## config.mk

```make
export PLATFORM = sky130hd
export DESIGN_NAME = osc_message_parser
export DESIGN_NICKNAME = d
export VERILOG_FILES = /design/src/hw/rtl/oscp_pkg.sv /design/src/hw/rtl/osc_message_parser.sv
export SDC_FILE = /design/constraint.sdc
export NUM_CORES = 1
export LEC_CHECK = 0
export BUFFER_PORTS_ARGS = -buffer_cell sky130_fd_sc_hd__buf_2
export CAP_MARGIN = 25
export CORE_ASPECT_RATIO = 1.4
export CORE_UTILIZATION = 30
export CTS_CLUSTER_DIAMETER = 200
export CTS_CLUSTER_SIZE = 40
export DETAILED_ROUTE_END_ITERATION = 7
export GPL_TIMING_DRIVEN = 0
export PLACE_DENSITY_LB_ADDON = 0.1
export SLEW_MARGIN = 20
export SYNTH_ARGS = -nofsm -noshare
export SYNTH_HDL_FRONTEND = slang
export SYNTH_SLANG_ARGS = --single-unit
```

## constraint.sdc

```tcl
create_clock -name clk -period 3 [get_ports clk]
set_input_delay 0.15 -clock clk [delete_from_list [all_inputs] [get_ports clk]]
set_output_delay 0.15 -clock clk [all_outputs]
set_load 0.005 [all_outputs]
```

## src/hw/rtl/oscp_pkg.sv

```systemverilog
// Package for the OSC message parser: constants, result kinds, status codes.
// No dependencies.
`timescale 1ns / 1ps
package oscp_pkg;
  localparam int MAX_TAGS = 16;
  localparam int TAG_AW = (MAX_TAGS > 1) ? $clog2(MAX_TAGS) : 1;
  localparam int CNT_W = 5;

  localparam logic [7:0] CH_SLASH = 8'h2F;
  localparam logic [7:0] CH_COMMA = 8'h2C;
  localparam logic [7:0] CH_F = 8'h66;
  localparam logic [7:0] CH_I = 8'h69;
  localparam logic [7:0] CH_S = 8'h73;

  localparam logic [2:0] K_ADDR = 3'd0;
  localparam logic [2:0] K_INT = 3'd1;
  localparam logic [2:0] K_FLOAT = 3'd2;
  localparam logic [2:0] K_SBYTE = 3'd3;
  localparam logic [2:0] K_SEND = 3'd4;
  localparam logic [2:0] K_UNSUP = 3'd5;
  localparam logic [2:0] K_TRUNC = 3'd6;
  localparam logic [2:0] K_STATUS = 3'd7;

  localparam logic [1:0] ST_OK = 2'd0;
  localparam logic [1:0] ST_NOT_OSC = 2'd1;
  localparam logic [1:0] ST_NO_TAGS = 2'd2;
  localparam logic [1:0] ST_DROPPED = 2'd3;
endpackage

```

## src/hw/rtl/osc_message_parser.sv

```systemverilog
// OSC 1.0 message parser: one packet byte a beat in, typed records out.
// Output: a record is registered at the edge that takes its byte; a record that closes an
// argument is held in hd_r and goes out from S_FLUSH once the next tag has been read and checked.
// Throughput: 1 byte per cycle while the output is free; a byte that closes an argument, the tag
// string or the packet holds in_tready low for a tag walk, one tag memory read for each further record.
// Reset: synchronous active-low; parser returns to address start, output empty.
// Depends on oscp_pkg.
`timescale 1ns / 1ps
module osc_message_parser (
  input  logic        clk,
  input  logic        rst_n,
  input  logic        in_tvalid,
  output logic        in_tready,
  input  logic [7:0]  in_tdata,   // [7:0] data_byte
  input  logic        in_tlast,   // packet_last
  output logic        out_tvalid,
  input  logic        out_tready,
  output logic [39:0] out_tdata,  // [31:0] value,[36:32] arg_index,[37] truncated,[39:38] status
  output logic [2:0]  out_tuser,  // [2:0] kind
  output logic        out_tlast   // run_last
);
  import oscp_pkg::*;

  typedef enum logic [2:0] {
    PH_ADDR_FIRST, PH_ADDR_BODY, PH_ADDR_PAD, PH_TAG_FIRST,
    PH_TAG_BODY, PH_TAG_PAD, PH_ARGS
  } phase_t;

  // FSM: S_IDLE takes bytes; S_FLUSH walks unsupported tags and releases the
  // held record; S_END walks tags at packet end and emits the status record.
  typedef enum logic [1:0] {S_IDLE, S_FLUSH, S_END} ctl_t;

  logic [7:0] tag_mem [MAX_TAGS];
  logic [7:0] rd_data_r;

  phase_t phase_r;
  ctl_t   ctl_r;
  logic [1:0] align_r;
  logic [CNT_W-1:0] total_r, cursor_r;
  logic [1:0] wbytes_r;
  logic [31:0] accum_r;
  logic [1:0] perr_r;
  logic stopped_r;
  logic pend_r;          // tag at cursor already read into rd_data_r
  logic last_r;
  logic busy_r;          // a taken byte still has follow-up work
  logic hv_r;            // record held until it is known whether more follow
  logic [42:0] hd_r;

  logic        ov_r;
  logic [42:0] od_r;
  logic        ol_r;
  logic        ofree;
  assign ofree = !ov_r || out_tready;
  assign out_tvalid = ov_r;
  assign out_tuser = od_r[2:0];
  assign out_tdata = od_r[42:3];
  assign out_tlast = ol_r;

  logic tag_rdy;
  assign tag_rdy = (cursor_r < total_r);

  // Tag memory read address: always the cursor.
  logic [CNT_W-1:0] rd_addr;
  logic wr_en;
  logic [7:0] wr_data;

  logic pend_r_ok;
  assign pend_r_ok = !(phase_r == PH_ARGS && tag_rdy && !pend_r);
  assign in_tready = rst_n && ctl_r == S_IDLE && !busy_r && ofree && pend_r_ok;

  function automatic logic [42:0] pack(logic [2:0] k, logic [31:0] v,
                                       logic [CNT_W-1:0] ix, logic tr, logic [1:0] st);
    pack = {st, tr, ix, v, k};
  endfunction

  logic is_num, is_str;
  assign is_num = (rd_data_r == CH_I) || (rd_data_r == CH_F);
  assign is_str = (rd_data_r == CH_S);

  always_ff @(posedge clk) begin
    if (wr_en) tag_mem[total_r[TAG_AW-1:0]] <= wr_data;
    rd_data_r <= tag_mem[rd_addr[TAG_AW-1:0]];
  end

  logic take;
  assign take = in_tvalid && in_tready;

  logic [1:0] na;
  assign na = align_r + 2'd1;

  always_comb begin
    wr_en = 1'b0;
    wr_data = in_tdata;
    rd_addr = cursor_r;
    if (take && !stopped_r && phase_r == PH_TAG_BODY && in_tdata != 8'd0 &&
        total_r < CNT_W'(MAX_TAGS))
      wr_en = 1'b1;
  end

  always_ff @(posedge clk) begin
    if (!rst_n) begin
      phase_r <= PH_ADDR_FIRST; ctl_r <= S_IDLE; align_r <= '0;
      total_r <= '0; cursor_r <= '0; wbytes_r <= '0; accum_r <= '0;
      perr_r <= '0; stopped_r <= 1'b0; pend_r <= 1'b0; ov_r <= 1'b0;
      last_r <= 1'b0; busy_r <= 1'b0; hv_r <= 1'b0; hd_r <= '0;
      od_r <= '0; ol_r <= 1'b0;
    end else begin
      if (ov_r && out_tready) ov_r <= 1'b0;
      // read data becomes valid in the cycle after the cursor settles
      if (!pend_r && tag_rdy && phase_r == PH_ARGS) pend_r <= 1'b1;
      if (take) begin
        align_r <= na;
        last_r <= in_tlast;
        if (!stopped_r) begin
          case (phase_r)
            PH_ADDR_FIRST:
              if (in_tdata == CH_SLASH) begin
                phase_r <= PH_ADDR_BODY;
                ov_r <= 1'b1; ol_r <= !in_tlast;
                od_r <= pack(K_ADDR, {24'd0, in_tdata}, '0, 1'b0, ST_OK);
              end else begin
                perr_r <= ST_NOT_OSC; stopped_r <= 1'b1;
              end
            PH_ADDR_BODY:
              if (in_tdata != 8'd0) begin
                ov_r <= 1'b1; ol_r <= !in_tlast;
                od_r <= pack(K_ADDR, {24'd0, in_tdata}, '0, 1'b0, ST_OK);
              end else phase_r <= (na == 2'd0) ? PH_TAG_FIRST : PH_ADDR_PAD;
            PH_ADDR_PAD: if (na == 2'd0) phase_r <= PH_TAG_FIRST;
            PH_TAG_FIRST:
              if (in_tdata == CH_COMMA) phase_r <= PH_TAG_BODY;
              else begin perr_r <= ST_NO_TAGS; stopped_r <= 1'b1; end
            PH_TAG_BODY:
              if (in_tdata == 8'd0) begin
                if (na == 2'd0) begin
                  phase_r <= PH_ARGS; cursor_r <= '0; pend_r <= 1'b0;
                  wbytes_r <= '0; accum_r <= '0;
                  if (total_r != '0) busy_r <= 1'b1; // flush check at cursor 0
                  else busy_r <= 1'b0;
                end else phase_r <= PH_TAG_PAD;
              end else if (total_r < CNT_W'(MAX_TAGS)) total_r <= total_r + CNT_W'(1);
              else perr_r <= ST_DROPPED;
            PH_TAG_PAD:
              if (na == 2'd0) begin
                phase_r <= PH_ARGS; cursor_r <= '0; pend_r <= 1'b0;
                wbytes_r <= '0; accum_r <= '0;
                busy_r <= (total_r != '0);
              end
            PH_ARGS:
              if (tag_rdy) begin
                if (is_num) begin
                  accum_r <= {accum_r[23:0], in_tdata};
                  if (wbytes_r == 2'd3) begin
                    hv_r <= 1'b1;
                    hd_r <= pack((rd_data_r == CH_I) ? K_INT : K_FLOAT,
                                 {accum_r[23:0], in_tdata}, cursor_r, 1'b0, ST_OK);
                    cursor_r <= cursor_r + CNT_W'(1); pend_r <= 1'b0;
                    wbytes_r <= '0; accum_r <= '0; busy_r <= 1'b1;
                  end else wbytes_r <= wbytes_r + 2'd1;
                end else if (is_str) begin
                  if (wbytes_r == 2'd0 && in_tdata != 8'd0) begin
                    ov_r <= 1'b1; ol_r <= !in_tlast;
                    od_r <= pack(K_SBYTE, {24'd0, in_tdata}, cursor_r, 1'b0, ST_OK);
                  end else begin
                    wbytes_r <= 2'd1;
                    if (na == 2'd0) begin
                      hv_r <= 1'b1;
                      hd_r <= pack(K_SEND, 32'd0, cursor_r, 1'b0, ST_OK);
                      cursor_r <= cursor_r + CNT_W'(1); pend_r <= 1'b0;
                      wbytes_r <= '0; accum_r <= '0; busy_r <= 1'b1;
                    end
                  end
                end
              end
            default: ;
          endcase
        end
        if (in_tlast) begin
          busy_r <= 1'b1;
        end
      end
      // follow-up work after a byte: flush then end-of-packet
      if (busy_r && ctl_r == S_IDLE && !take) begin
        if (phase_r == PH_ARGS && !stopped_r) ctl_r <= S_FLUSH;
        else ctl_r <= S_END;
        busy_r <= 1'b0;
      end
      // the held record goes out marked last only when no unsupported tag follows
      if (ctl_r == S_FLUSH && ofree) begin
        if (!tag_rdy || (pend_r && (is_num || is_str))) begin
          if (hv_r) begin
            ov_r <= 1'b1; od_r <= hd_r; ol_r <= !last_r; hv_r <= 1'b0;
          end
          ctl_r <= last_r ? S_END : S_IDLE;
        end else if (pend_r) begin
          if (hv_r) begin
            ov_r <= 1'b1; od_r <= hd_r; ol_r <= 1'b0;
          end
          hv_r <= 1'b1;
          hd_r <= pack(K_UNSUP, {24'd0, rd_data_r}, cursor_r, 1'b0, ST_OK);
          cursor_r <= cursor_r + CNT_W'(1); pend_r <= 1'b0;
        end
      end
      if (ctl_r == S_END && ofree) begin
        if (!last_r) ctl_r <= S_IDLE;
        else if (!stopped_r && phase_r == PH_ARGS && tag_rdy) begin
          if (pend_r) begin
            ov_r <= 1'b1; ol_r <= 1'b0;
            if (is_num) begin
              od_r <= pack(K_TRUNC, {24'd0, rd_data_r}, cursor_r, 1'b0, ST_OK);
              cursor_r <= total_r;
            end else begin
              od_r <= is_str ? pack(K_SEND, 32'd0, cursor_r, 1'b1, ST_OK)
                             : pack(K_UNSUP, {24'd0, rd_data_r}, cursor_r, 1'b0, ST_OK);
              cursor_r <= cursor_r + CNT_W'(1); pend_r <= 1'b0;
            end
          end
        end else begin
          ov_r <= 1'b1; ol_r <= 1'b1;
          od_r <= pack(K_STATUS, 32'd0, '0, 1'b0,
                       stopped_r ? perr_r :
                       (phase_r <= PH_ADDR_PAD) ? ST_NOT_OSC :
                       (phase_r <= PH_TAG_PAD) ? ST_NO_TAGS : perr_r);
          phase_r <= PH_ADDR_FIRST; align_r <= '0; total_r <= '0; cursor_r <= '0;
          wbytes_r <= '0; accum_r <= '0; perr_r <= '0; stopped_r <= 1'b0;
          pend_r <= 1'b0; last_r <= 1'b0; ctl_r <= S_IDLE;
        end
      end
    end
  end

`ifndef SYNTH
  a_no_take_busy: assert property (@(posedge clk) disable iff (!rst_n)
    ctl_r != S_IDLE |-> !in_tready) else $error("byte taken during walk");
  a_cursor: assert property (@(posedge clk) disable iff (!rst_n)
    cursor_r <= total_r) else $error("cursor past tag count");
  a_total: assert property (@(posedge clk) disable iff (!rst_n)
    total_r <= CNT_W'(MAX_TAGS)) else $error("tag count overflow");
  a_hold: assert property (@(posedge clk) disable iff (!rst_n)
    hv_r |-> (busy_r || ctl_r == S_FLUSH)) else $error("held record outside walk");
`endif
endmodule

```

Yosys cells after proc, flatten, opt, wreduce, memory -nomap -nowiden
Memory sizes are Yosys's and may differ from the RTL's. A register that Yosys moved wholly into a read port is not among the register bits.
Index checks and enable logic that the tools add are counted.
W data, S select, Z words.

operators by class
  add/sub/neg operators = 4
  multiply operators = 0
  div/mod/pow operators = 0
  magnitude comparators = 4
  equality and inequality tests = 23
  shift-type cells = 0
  muxes and demuxes = 221
  bitwise logic cells = 1
  reductions and logical operators = 45

operators by type and width
  operator               number
  $mux W43               28
  $mux W32               12
  $mux W5                26
  $pmux W43 S3           1
  $pmux W32 S3           1
  $mux W1                93
  $mux W41               2
  $mux W2                38
  $mux W3                11
  $eq A8 B7 Y1 const B   3
  $logic_and A1 B1 Y1    22
  $pmux W3 S6            1
  $eq A8 B6 Y1 const B   2
  $ne A4 B4 Y1 const B   4
  $pmux W5 S3            1
  $pmux W1 S3            4
  $pmux W2 S3            2
  $reduce_and A11 Y1     1
  $add A5 B1 Y5 const B  2
  $eq A3 B3 Y1 const B   3
  $logic_not A1 Y1       9
  $logic_not A8 Y1       1
  $reduce_bool A8 Y1     1
  $eq A3 B2 Y1 const B   2
  19 further kinds       28

storage, ports and cells
  bits in registers = 146
  latch bits = 0
  bits in writable memories = 128
  memory bits (read-only) = 0
  bits of input ports = 13
  word-level logic and storage cells = 316
  memories = 1

memory list
  name     depth  width  read ports  clocked after Yosys merged registers in  write ports  RTL line                  RTL
  tag_mem  16     8      1           1                                        1            osc_message_parser.sv:33  logic [7:0] tag_mem [MAX_TAGS];

Depth between registers and ports, before layout
Gate-level depths: netlist (run 1).

  depth in word-level cells = 20
  gate-level depth with buffers = 12
  gate-level depth less buffers = 9

Worst setup path before layout (run 1)
OpenSTA, ideal clock, no wires.

  path type = register to register
  start = register total_r[2]
  end = memory tag_mem[1][0], enable pin
  library setup time = 0.383 ns
  arrival = 2.781 ns
  data required time = 2.617 ns
  path slack = -0.164 ns
  stages on the path, launching flop included = 12
  period minus slack after synthesis = 3.164 ns
  cell sequence = dfxtp_1 clkbuf_1 inv_1 ha_1 nand2_1 o21ai_1 a21oi_4 nor4_4 and2_1 buf_4 nand2_1 nor3_1

between the ends
  cells in the longest elaborated chain, start to end = 13
  elaborated cells between the ends (all ways) = 14

RTL lines
  what                               RTL line                   RTL
  from (decl)                        osc_message_parser.sv:39   logic [CNT_W-1:0] total_r, cursor_r;
  from (signal assigned)             osc_message_parser.sv:142  end else if (total_r < CNT_W'(MAX_TAGS)) total_r <= total_r + CNT_W'(1);
  $lt A5 B5 Y1                       osc_message_parser.sv:61   assign tag_rdy = (cursor_r < total_r);
  $logic_and A1 B1 Y1 (2 in series)  osc_message_parser.sv:69   assign pend_r_ok = !(phase_r == PH_ARGS && tag_rdy && !pend_r);
  $logic_not A1 Y1                   osc_message_parser.sv:69
  $logic_and A1 B1 Y1                osc_message_parser.sv:70   assign in_tready = rst_n && ctl_r == S_IDLE && !busy_r && ofree && pend_r_ok;
  $logic_and A1 B1 Y1                osc_message_parser.sv:87   assign take = in_tvalid && in_tready;
  $logic_and A1 B1 Y1 (4 in series)  osc_message_parser.sv:96   if (take && !stopped_r && phase_r == PH_TAG_BODY && in_tdata != 8'd0 &&
  $mux W1                            osc_message_parser.sv:96
  $mux W1                            osc_message_parser.sv:82   if (wr_en) tag_mem[total_r[TAG_AW-1:0]] <= wr_data;
  $mux W1 (implied by the code)      osc_message_parser.sv:82
  to (decl)                          osc_message_parser.sv:33

Parallel ways exist; a longest one is shown, timed or not.

Final worst setup path (run 1)
  start = register cursor_r[4]
  end = register wbytes_r[0]

between the ends
  cells in the longest elaborated chain, start to end = 10
  elaborated cells between the ends (all ways) = 14

RTL lines
  what                                                 RTL line                   RTL
  from (decl)                                          osc_message_parser.sv:39
  from (signal assigned)                               osc_message_parser.sv:212  cursor_r <= total_r;
  $lt A5 B5 Y1 *                                       osc_message_parser.sv:61
  branches (longest 8 deep; another with $pmux W2 S3)  --
  $mux W2 *                                            osc_message_parser.sv:205  if (ctl_r == S_END && ofree) begin
  to (signal assigned)                                 osc_message_parser.sv:160  end else wbytes_r <= wbytes_r + 2'd1;
  to (decl)                                            osc_message_parser.sv:40   logic [1:0] wbytes_r;

Mark *: on every way between the ends.
A chain may end at the register's enable or synchronous reset.

==> run metrics, run 1 <==
initial antenna violation count=0; root buffer cell=clkbuf_16; vias in the first global route=8,688; CTS tree=built; dpl ws=-1.22 ns; CTS clk-pin slew, worst paths=0.16 ns; I/O Buffers=58; DRC Markers=0; worst-case reg-to-reg path depth=9; Yosys cell types=75; Diodes inserted=0; fin nets=1,134; Core Area=0.0384 mm²; unrepaired setup endpoints after global routing=no; register area share after synthesis=0.582; DP Area=0.0126 mm²; worst hold path depth=4; Sw Ratio=0.223; Post-Route Skew=0.0345 ns; Synth top area share=0.330; Worst EP arrival=3.30 ns; Max Slew Vio Count=0; share of layout cells above drive strength 1=0.211; Mapped Cells=1,015; Final setup violation count=0; fmax=0.345 GHz; final cell utilization of the core=0.352; Rows=85; chip width=168 µm; status=completed; Period Utilization, post-route=0.967; Worst R2R Setup Slack=0.1 ns; Max Root-Sink Buffers=3; Synth Register Bits=274; Die ar.=0.0396 mm²; hold endpoint=out_tvalid; CP Capture Type=flop; Area Growth Syn to Fin=16.0%; vias=8,662; Placed Cells=1,596; Worst Hold Class=in2reg; global-route wire length before repair=57,500 µm; FF-to-FF Start=cursor_r[4]; fin cells=1,633; Yosys warning count=0; Synth Cell Area=0.0116 mm²; reg2reg end=wbytes_r[0]; antenna-violating nets left=0; syn_nets=1,041; Critical Path Start Type=flop; Clock power frac=0.308; EDFF count, synth=128; Detailed Route WL=38,300 µm; crit path cell chain=ha_1 > a21o_1 > or4_1 > a21oi_4 > buf_4 > nand2b_1 > o2111ai_1 > a32oi_1 > nor2_1; Int Pwr=4660 µW; combinational share of power=0.038; CP required=3.39 ns; relative slew slack=0.361; fin crit period=2.90 ns; post-synth top area cell=edfxtp_1; DRT iter0 DRCs=551; pwr dens=444 mW/mm²; GRT Total Usage=0.195; hold_sp=out_tready; CP max-delay cell=dfxtp_1; number of vias per cell=5.30; Max VDD drop=0.320 mV; drt pass-1 iters=5; # H-tree levels=1; routability cong.=0.877; detailed placement HPWL=27,300 µm; total congestion overflow=0; Lkg Pwr=0.00450 µW; kind of critical path=reg2reg; Reg power frac=0.654; top cells by area, synth=edfxtp_1, dfxtp_1, mux4_2; Skew-Pair Late Insertion Delay=0.52 ns; critical path peak fanout=6; Synth Flop Type=dfxtp_1; Psw=1340 µW; Worst Slack Setup Final=0.0978 ns; IO Count=59; pin count of the biggest net entering global routing=42; die height=235 µm; max_cap viols=0; final hold violation count=0; Least-Margin Pin Slew=0.958 ns; starting density of the core=0.303; clock tree sinks=274; CTS Buf Count=10; Design Area, Final=0.0135 mm²; per-cell routed wire length=23.5 µm; CP max stage delay=0.54 ns; Mapped Avg Cell Area=11.5 µm²; ys async rst share=0
-- placed cells by master, fill, tap and decap left out, types with 9 or more instances in the layout --
| cell | count |
|---|---|
| a21oi_1 | 63 |
| a221oi_1 | 17 |
| a22o_1 | 19 |
| a22oi_1 | 36 |
| a31oi_1 | 13 |
| and2_1 | 9 |
| buf_2 | 73 |
| buf_4 | 21 |
| clkbuf_1 | 34 |
| clkbuf_16 | 11 |
| clkbuf_2 | 17 |
| dfxtp_1 | 141 |
| edfxtp_1 | 128 |
| ha_1 | 13 |
| inv_1 | 12 |
| mux4_2 | 40 |
| nand2_1 | 78 |
| nand3_1 | 49 |
| nor2_1 | 88 |
| nor2_4 | 15 |
| nor3_1 | 28 |
| o211ai_1 | 10 |
| o21ai_0 | 26 |
| o22ai_1 | 10 |
-- cell families after synthesis --
kind of cell / after synthesis / synth area share
adder cells (fa/ha/maj): 13 / 0.0140
flip-flops: 274 / 0.582
XOR/XNOR: 8 / 0.00602
AO/OA/AOI/OAI: 252 / 0.148
multiplexers: 44 / 0.0811
buffers and inverters: 91 / 0.0322
AND/OR/NAND/NOR: 333 / 0.137
-- flip-flops by register name, indices dropped and copies added (netlist names), 2 cells and up --
name       cells
rd_data_r      8
perr_r         2
tag_mem      128
total_r        5
wbytes_r       2
align_r        2
ctl_r          2
accum_r       24
od_r          43
hd_r          43
cursor_r       5
phase_r        3
-- power groups by stage --
stage | Combinational (µW) | Sequential, µW | Clock (µW)
2_1_floorplan | 104 | 4000 | 0
3_3_place_gp | 219 | 4010 | 0
3_5_place_dp | 221 | 4010 | 0
4_1_cts | 227 | 3920 | 1930
5_1_grt | 247 | 3920 | 2030
6_report | 226 | 3920 | 1850
-- per-stage QoR --
step                TNS, ns  hold slack, ns  power, µW
detailed placement  -240.26           0.443       4230
floorplan             -2.85           0.249       4110
finish                    0          0.0588       5990
global route              0          0.0853       6200
CTS                       0          0.0313       6080
global placement    -250.78           0.442       4230
-- layout make-up --
cell class	instances	area, µm²
Sequential cell	274	6780
Fill cell	3807	24900
Clock buffer	14	287
Inverter	14	56.3
Buffer	75	344
Multi-Input combinational cell	650	4790
Clock inverter	1	8.76
Timing Repair Buffer	83	581
Tap cell	522	653
-- synthesized netlist by cell type, types with 13 or more instances --
library cell  instances
a21oi_1              66
a221oi_1             18
a22o_1               19
a22oi_1              38
a31oi_1              13
buf_2                19
clkbuf_1             49
dfxtp_1             146
edfxtp_1            128
ha_1                 13
inv_1                14
mux4_2               40
nand2_1              83
nand3_1              52
nor2_1              103
nor3_1               31
o21ai_0              29
-- what timing repair did --
action / in CTS / in global routing
endpoints found under the hold margin: 1 / 0
endpoints found under the setup margin: 266 / 168
buffers inserted: 17 / 6
gates resized for setup: 78 / 25
hold buffers: 1 / 0
pin swaps: 11 / 3
-- worst max path at each step --
stage                            from             to  slack (ns)  depth (start not counted)
after global placement     total_r[2]  tag_mem[1][6]       -1.46                         11
final                     cursor_r[4]    wbytes_r[0]         0.1                          9
after global routing       phase_r[0]        od_r[5]       0.005                          7
after CTS                      busy_r  tag_mem[1][6]       0.004                          8
after floorplan            total_r[2]  tag_mem[1][0]       -0.16                         11
after detailed placement   total_r[2]       hd_r[21]       -1.22                         11
-- critical path: cells and delay by family (launching register included) --
family	cells	cell delay, ns
simple gates	3	0.65
compound gates	4	1.09
flops	1	0.54
buf+inv	1	0.17
fa+ha+maj	1	0.33
-- per-layer routing --
metal	vias to the layer above	wire, µm	global-route usage
met1	4352	15900	0.245
met2	220	19500	0.346
met4	0	1390	0.0722
li1	4038	-	-
met5	-	0	0
met3	52	1450	0.0157
No activity file was read; power rests on OpenSTA's default activity.
==> inputs of run 2 (changes only) <==
--- a/config.mk
+++ b/config.mk
@@ -7,6 +7,8 @@
 export LEC_CHECK = 0
 export BUFFER_PORTS_ARGS = -buffer_cell sky130_fd_sc_hd__buf_2
 export CAP_MARGIN = 25
+export CELL_PAD_IN_SITES_DETAIL_PLACEMENT = 1
+export CELL_PAD_IN_SITES_GLOBAL_PLACEMENT = 1
 export CORE_ASPECT_RATIO = 1.4
 export CORE_UTILIZATION = 30
 export CTS_CLUSTER_DIAMETER = 200
==> run 2 against run 1 <==
  * Count of clock-buffer cells in the layout unchanged
  * Clock skew up 0.0050 ns
  * Sequential power about the same
  * Register-to-register slack gained 0.02 ns
  * Global-route usage increased by 1.0 points
  * Die area stayed put
  * Wire length is 5.3% higher
  * Largest cell class unchanged
==> run metrics, run 2 (synthesis gave the netlist of run 1 again) <==
worst-case reg-to-reg path depth=11 (+2); clock tree sinks=274 (unchanged); Diodes inserted=0 (unchanged); per-cell routed wire length=24.7 µm (+5.4%); Skew-Pair Late Insertion Delay=0.53 ns (about the same); number of vias per cell=5.39 (+1.5%); hold_sp=in_tlast; CP Capture Type=flop; routability cong.=0.858 (-2.2%); Worst EP arrival=3.28 ns (-0.02 ns); fin nets=1,132 (-0.18%); Final Power=6030 µW (+0.60%); Least-Margin Pin Slew=1.00 ns (+0.0423 ns); CTS tree=built; Max VDD drop=0.424 mV (+33%); Core Area=0.0384 mm² (unchanged); chip width=168 µm (unchanged); drt pass-1 iters=5 (unchanged); commonest non-fill, non-tap cell in the layout=dfxtp_1; share of layout cells above drive strength 1=0.215 (+0.00399); Max Root-Sink Buffers=3 (unchanged); Max Slew Vio Count=0 (unchanged); crit path cell chain=clkinvlp_4 > ha_4 > a21o_4 > or4_1 > a21oi_4 > nor2_2 > and3_1 > clkbuf_2 > buf_2 > a22oi_1 > nor2_1; pin count of the biggest net entering global routing=42 (unchanged); fillers=4,201 (+10%); Final setup violation count=0 (unchanged); hold endpoint=out_tlast; initial antenna violation count=0 (unchanged); Worst R2R Setup Slack=0.12 ns (+0.02 ns); fmax=0.347 GHz (+0.85%); CP required=3.40 ns (about the same); Design Area, Final=0.0136 mm² (+0.62%); CTS Buf Count=10 (unchanged); Placed Cells=1,595 (-0.063%); Hold Slack=0.0147 ns (-0.0441 ns); relative slew slack=0.333 (-0.0282); I/O Buffers=58 (unchanged); total congestion overflow=0 (unchanged); max reg flops=128 (unchanged); FF-to-FF Start=total_r[4]; critical path peak fanout=10 (+4); IO Count=59 (unchanged); DRT iter0 DRCs=578 (+4.9%); root buffer cell=clkbuf_16; vias in the first global route=8,979 (+3.3%); GRT Total Usage=0.205 (+0.0100); Lkg Pwr=0.00452 µW (+0.44%); antenna-violating nets left=0 (unchanged); CTS clk-pin slew, worst paths=0.18 ns (+0.02 ns); Period Utilization, post-route=0.959 (-0.00813); DP Area=0.0126 mm² (about the same); global-route wire length before repair=60,200 µm (+4.6%); Critical Path Start Type=flop; starting density of the core=0.303 (unchanged); Post-Route Skew=0.0395 ns (+0.00505 ns); most frequent cells in the layout=dfxtp_1, edfxtp_1, nor2_1, nand2_1, buf_2; max_cap viols=0 (unchanged); worst hold path depth=3 (-1); final hold violation count=0 (unchanged); status=completed; Die ar.=0.0396 mm² (unchanged); vias=8,784 (+1.4%); fin crit period=2.88 ns (-0.0244 ns); detailed placement HPWL=29,000 µm (+6.1%); reg2reg end=accum_r[11]; # H-tree levels=1 (unchanged); DRC Markers=0 (unchanged); Area Growth Syn to Fin=16.7%; CP max stage delay=0.45 ns (-0.09 ns); hold buffers post-CTS=0 (-1); kind of critical path=reg2reg; Worst Hold Class=in2reg; CP max-delay cell=or4_1; die height=235 µm (unchanged); pwr dens=444 mW/mm² (about the same); fin cells=1,631 (-0.12%); Rows=85 (unchanged); Detailed Route WL=40,400 µm (+5.3%)
-- run 2: changes by cell type in the layout (fill, tap and decap cells not counted), sizes merged --
cell / delta
clkbuf: -3
buf: +2
dlygate4sd3: -1
-- run 2: stage by stage --
step | setup TNS, ns | setup WS (ns) | util
after global placement | -249.43 | -1.42 | 0.328
after global routing | -0.00153 | -0.00153 | 0.354
after floorplan | -2.85 | -0.164 | -
after detailed placement | -260.70 | -1.25 | 0.328
final | 0 | 0.122 | 0.354
after CTS | -0.137 | -0.0170 | 0.351
-- run 2: routing by layer --
metal / up-vias / share of wire / track usage
li1: 4031 / - / -
met1: 4517 / 0.43 / 0.259
met2: 193 / 0.51 / 0.368
met3: 43 / 0.027 / 0.0157
met4: 0 / 0.032 / 0.0647
met5: - / 0 / 0
-- run 2: layout make-up --
cell class	count	area (µm²)	share of cell area
Clock buffer	14	287	0.0211
Sequential cell	274	6780	0.499
Inverter	14	56.3	0.00415
Tap cell	522	653	0.0481
Multi-Input combinational cell	650	4800	0.354
Clock inverter	1	8.76	0.000645
Timing Repair Buffer	83	653	0.0481
Buffer	73	338	0.0249
-- run 2: worst max-delay path by stage --
| stage | startpoint | slack [ns] | to | cells past startpoint |
|---|---|---|---|---|
| final | total_r[4] | 0.12 | accum_r[11] | 11 |
| after global routing | total_r[4] | -0.002 | accum_r[19] | 10 |
| after CTS | total_r[1] | -0.02 | od_r[33] | 10 |
| after detailed placement | total_r[2] | -1.25 | tag_mem[12][5] | 11 |
| after global placement | total_r[2] | -1.42 | tag_mem[1][5] | 11 |
| after floorplan | total_r[2] | -0.16 | tag_mem[1][0] | 11 |
-- run 2: repair_timing --
item | in CTS | in global routing
endpoints found under the setup margin | 267 | 212
pin swaps | 16 | 4
buffers inserted | 24 | 1
gates resized for setup | 75 | 29
-- run 2: power by group --
part | switching, µW | total (µW) | internal [µW] | leakage [µW]
clock network | 1190 | 1880 | 687 | 0.000143
logic | 167 | 224 | 57.5 | 0.00204
registers | 14.1 | 3930 | 3910 | 0.00233
total | 1370 | 6030 | 4660 | 0.00452
-- run 2: worst max-delay path, delay by kind of cell, from the launching register on --
kind | cells | cell delay [ns]
buffers and inverters | 3 | 0.51
DFF | 1 | 0.40
adders and majority gates | 1 | 0.27
AOI/OAI and AO/OA | 3 | 0.71
and+or+nand+nor | 4 | 0.86
==> inputs of run 3 (changes only) <==
--- a/config.mk
+++ b/config.mk
@@ -10,7 +10,7 @@
 export CELL_PAD_IN_SITES_DETAIL_PLACEMENT = 1
 export CELL_PAD_IN_SITES_GLOBAL_PLACEMENT = 1
 export CORE_ASPECT_RATIO = 1.4
-export CORE_UTILIZATION = 30
+export CORE_UTILIZATION = 45
 export CTS_CLUSTER_DIAMETER = 200
 export CTS_CLUSTER_SIZE = 40
 export DETAILED_ROUTE_END_ITERATION = 7
==> run 3 against run 2 <==
  * Cell area is 2.9% lower
  * Via count is 0.67% higher
  * Fmax is 1.7% lower
  * Critical endpoint is now od_r[3]
  * Global-route usage is 8.2 points higher
  * Utilization is 17 points higher
  * Non-clock buffer count is 4 lower
  * Wire length is 8.5% lower
==> run metrics, run 3 (synthesis gave the netlist of run 1 again) <==
status=completed; Post-Route Skew=0.0263 ns (-0.0132 ns); Die ar.=0.0265 mm² (-33%); Rows=69 (-19%); pwr dens=451 mW/mm² (+1.6%); IO Count=59 (unchanged); Worst EP arrival=3.31 ns (+0.03 ns); Lkg Pwr=0.00446 µW (-1.3%); FF-to-FF Start=total_r[1]; Placed Cells=1,393 (-13%); Worst Hold Class=in2reg; Worst Slack Setup Final=0.0732 ns (-0.0490 ns); CP required=3.38 ns (-0.02 ns); fmax=0.342 GHz (-1.7%); Period Utilization, post-route=0.976 (+0.0163); Max Slew Vio Count=0 (unchanged); reg2reg end=od_r[3]; Detailed Route WL=36,900 µm (-8.5%); chip width=138 µm (-18%); Worst Setup SP=total_r[1]; setup_tns=0 ns (unchanged); clock tree sinks=274 (unchanged); Area Growth Syn to Fin=13.3%; dpl ws=-1.15 ns (+0.0979 ns); vias=8,843 (+0.67%); fin cells=1,425 (-13%); root buffer cell=clkbuf_16; global-route wire length before repair=55,300 µm (-8.1%); Diodes inserted=0 (unchanged); fin crit period=2.93 ns (+0.0490 ns); most frequent cells in the layout=dfxtp_1, edfxtp_1, nor2_1, nand2_1, buf_2; fin nets=1,128 (-0.35%); # H-tree levels=1 (unchanged); CTS clk-pin slew, worst paths=0.16 ns (-0.02 ns); Final setup violation count=0 (unchanged); crit path to=od_r[3]; DRT iter0 DRCs=738 (+28%); vias in the first global route=8,864 (-1.3%); die height=192 µm (-18%); hold buffers post-CTS=0 (unchanged); per-cell routed wire length=25.9 µm (+4.8%); Max Root-Sink Buffers=3 (unchanged); starting density of the core=0.458 (+0.155); CTS tree=built; pin count of the biggest net entering global routing=42 (unchanged); I/O Buffers=58 (unchanged); worst-case reg-to-reg path depth=9 (-2); Core Area=0.0254 mm² (-34%); CP Capture Type=flop; detailed placement HPWL=26,200 µm (-9.6%); Final Power=5940 µW (-1.4%); max reg flops=128 (unchanged); DRC Markers=0 (unchanged); Least-Margin Pin Slew=0.957 ns (-0.0437 ns); total congestion overflow=0 (unchanged); drt pass-1 iters=5 (unchanged); routability cong.=0.957 (+12%); antenna-violating nets left=0 (unchanged); Worst R2R Setup Slack=0.07 ns (-0.05 ns); Critical Path Start Type=flop; Max VDD drop=0.847 mV (+100%); share of layout cells above drive strength 1=0.203 (-0.0112); CTS Buf Count=10 (unchanged); kind of critical path=reg2reg; max_cap viols=0 (unchanged); commonest non-fill, non-tap cell in the layout=dfxtp_1; final hold violation count=0 (unchanged); GRT Total Usage=0.287 (+0.0823); initial antenna violation count=0 (unchanged); final cell utilization of the core=0.520 (+0.166); Skew-Pair Late Insertion Delay=0.51 ns (-0.02 ns); number of vias per cell=6.21 (+15%); critical path peak fanout=10 (unchanged); relative slew slack=0.356 (+0.0233)
==> run 3: report_power, final <==
part	leakage [µW]	internal [µW]	total (µW)	switching [µW]
clock network	0.000144	692	1800	1110
logic	0.00198	56.4	219	163
registers	0.00233	3910	3920	9.58
total	0.00446	4660	5940	1280
==> run 3: timing repair <==
action | CTS | global route
buffers inserted | 15 | 4
setup endpoints to repair | 265 | 203
gates resized for setup | 61 | 36
pin swaps | 11 | 2
hold endpoints to repair | 0 | 0
==> run 3: cell type report <==
type / count / area [µm²]
plain buffers: 74 / 338
clock buffers: 15 / 290
clock inverters: 1 / 8.76
fillers: 2694 / 12200
inverters: 14 / 56.3
multi-input cells: 650 / 4750
flip-flops and latches: 274 / 6780
well taps: 319 / 399
repair buffers: 78 / 563
==> run 3: per-stage QoR <==
| stage | hold WS (ns) | cell area [µm²] |
|---|---|---|
| after floorplan | 0.249 | 11600 |
| after global placement | 0.442 | 12300 |
| after detailed placement | 0.448 | 12300 |
| after CTS | 0.0367 | 13100 |
| after global routing | 0.0410 | 13200 |
| final | 0.0455 | 13200 |
==> run 3: critical path, cell delays in order (launching register included) <==
cell and delay [ns]:
dfxtp_2 0.40, inv_1 0.13, ha_1 0.31, nand2_1 0.10, o21a_1 0.24, o21ai_2 0.42, o211a_1 0.29, clkbuf_2 0.39
a221oi_1 0.16, o31ai_1 0.36
==> run 3: worst min-delay path by stage <==
stage | end | startpoint | cells past startpoint
6_report | last_r | in_tlast | 4
2_1_floorplan | tag_mem[0][0] | in_tdata[0] | 0
5_1_grt | last_r | in_tlast | 4
4_1_cts | last_r | in_tlast | 4
3_3_place_gp | hd_r[42] | hd_r[42] | 1
3_5_place_dp | od_r[27] | hd_r[27] | 2
==> run 3: layer usage <==
metal  part of all wire  GRT usage  up-vias
met2               0.50      0.498      267
li1                   -          -     4025
met5                  0          0        -
met1               0.41      0.365     4482
met3              0.045     0.0263       69
met4              0.044      0.117        0
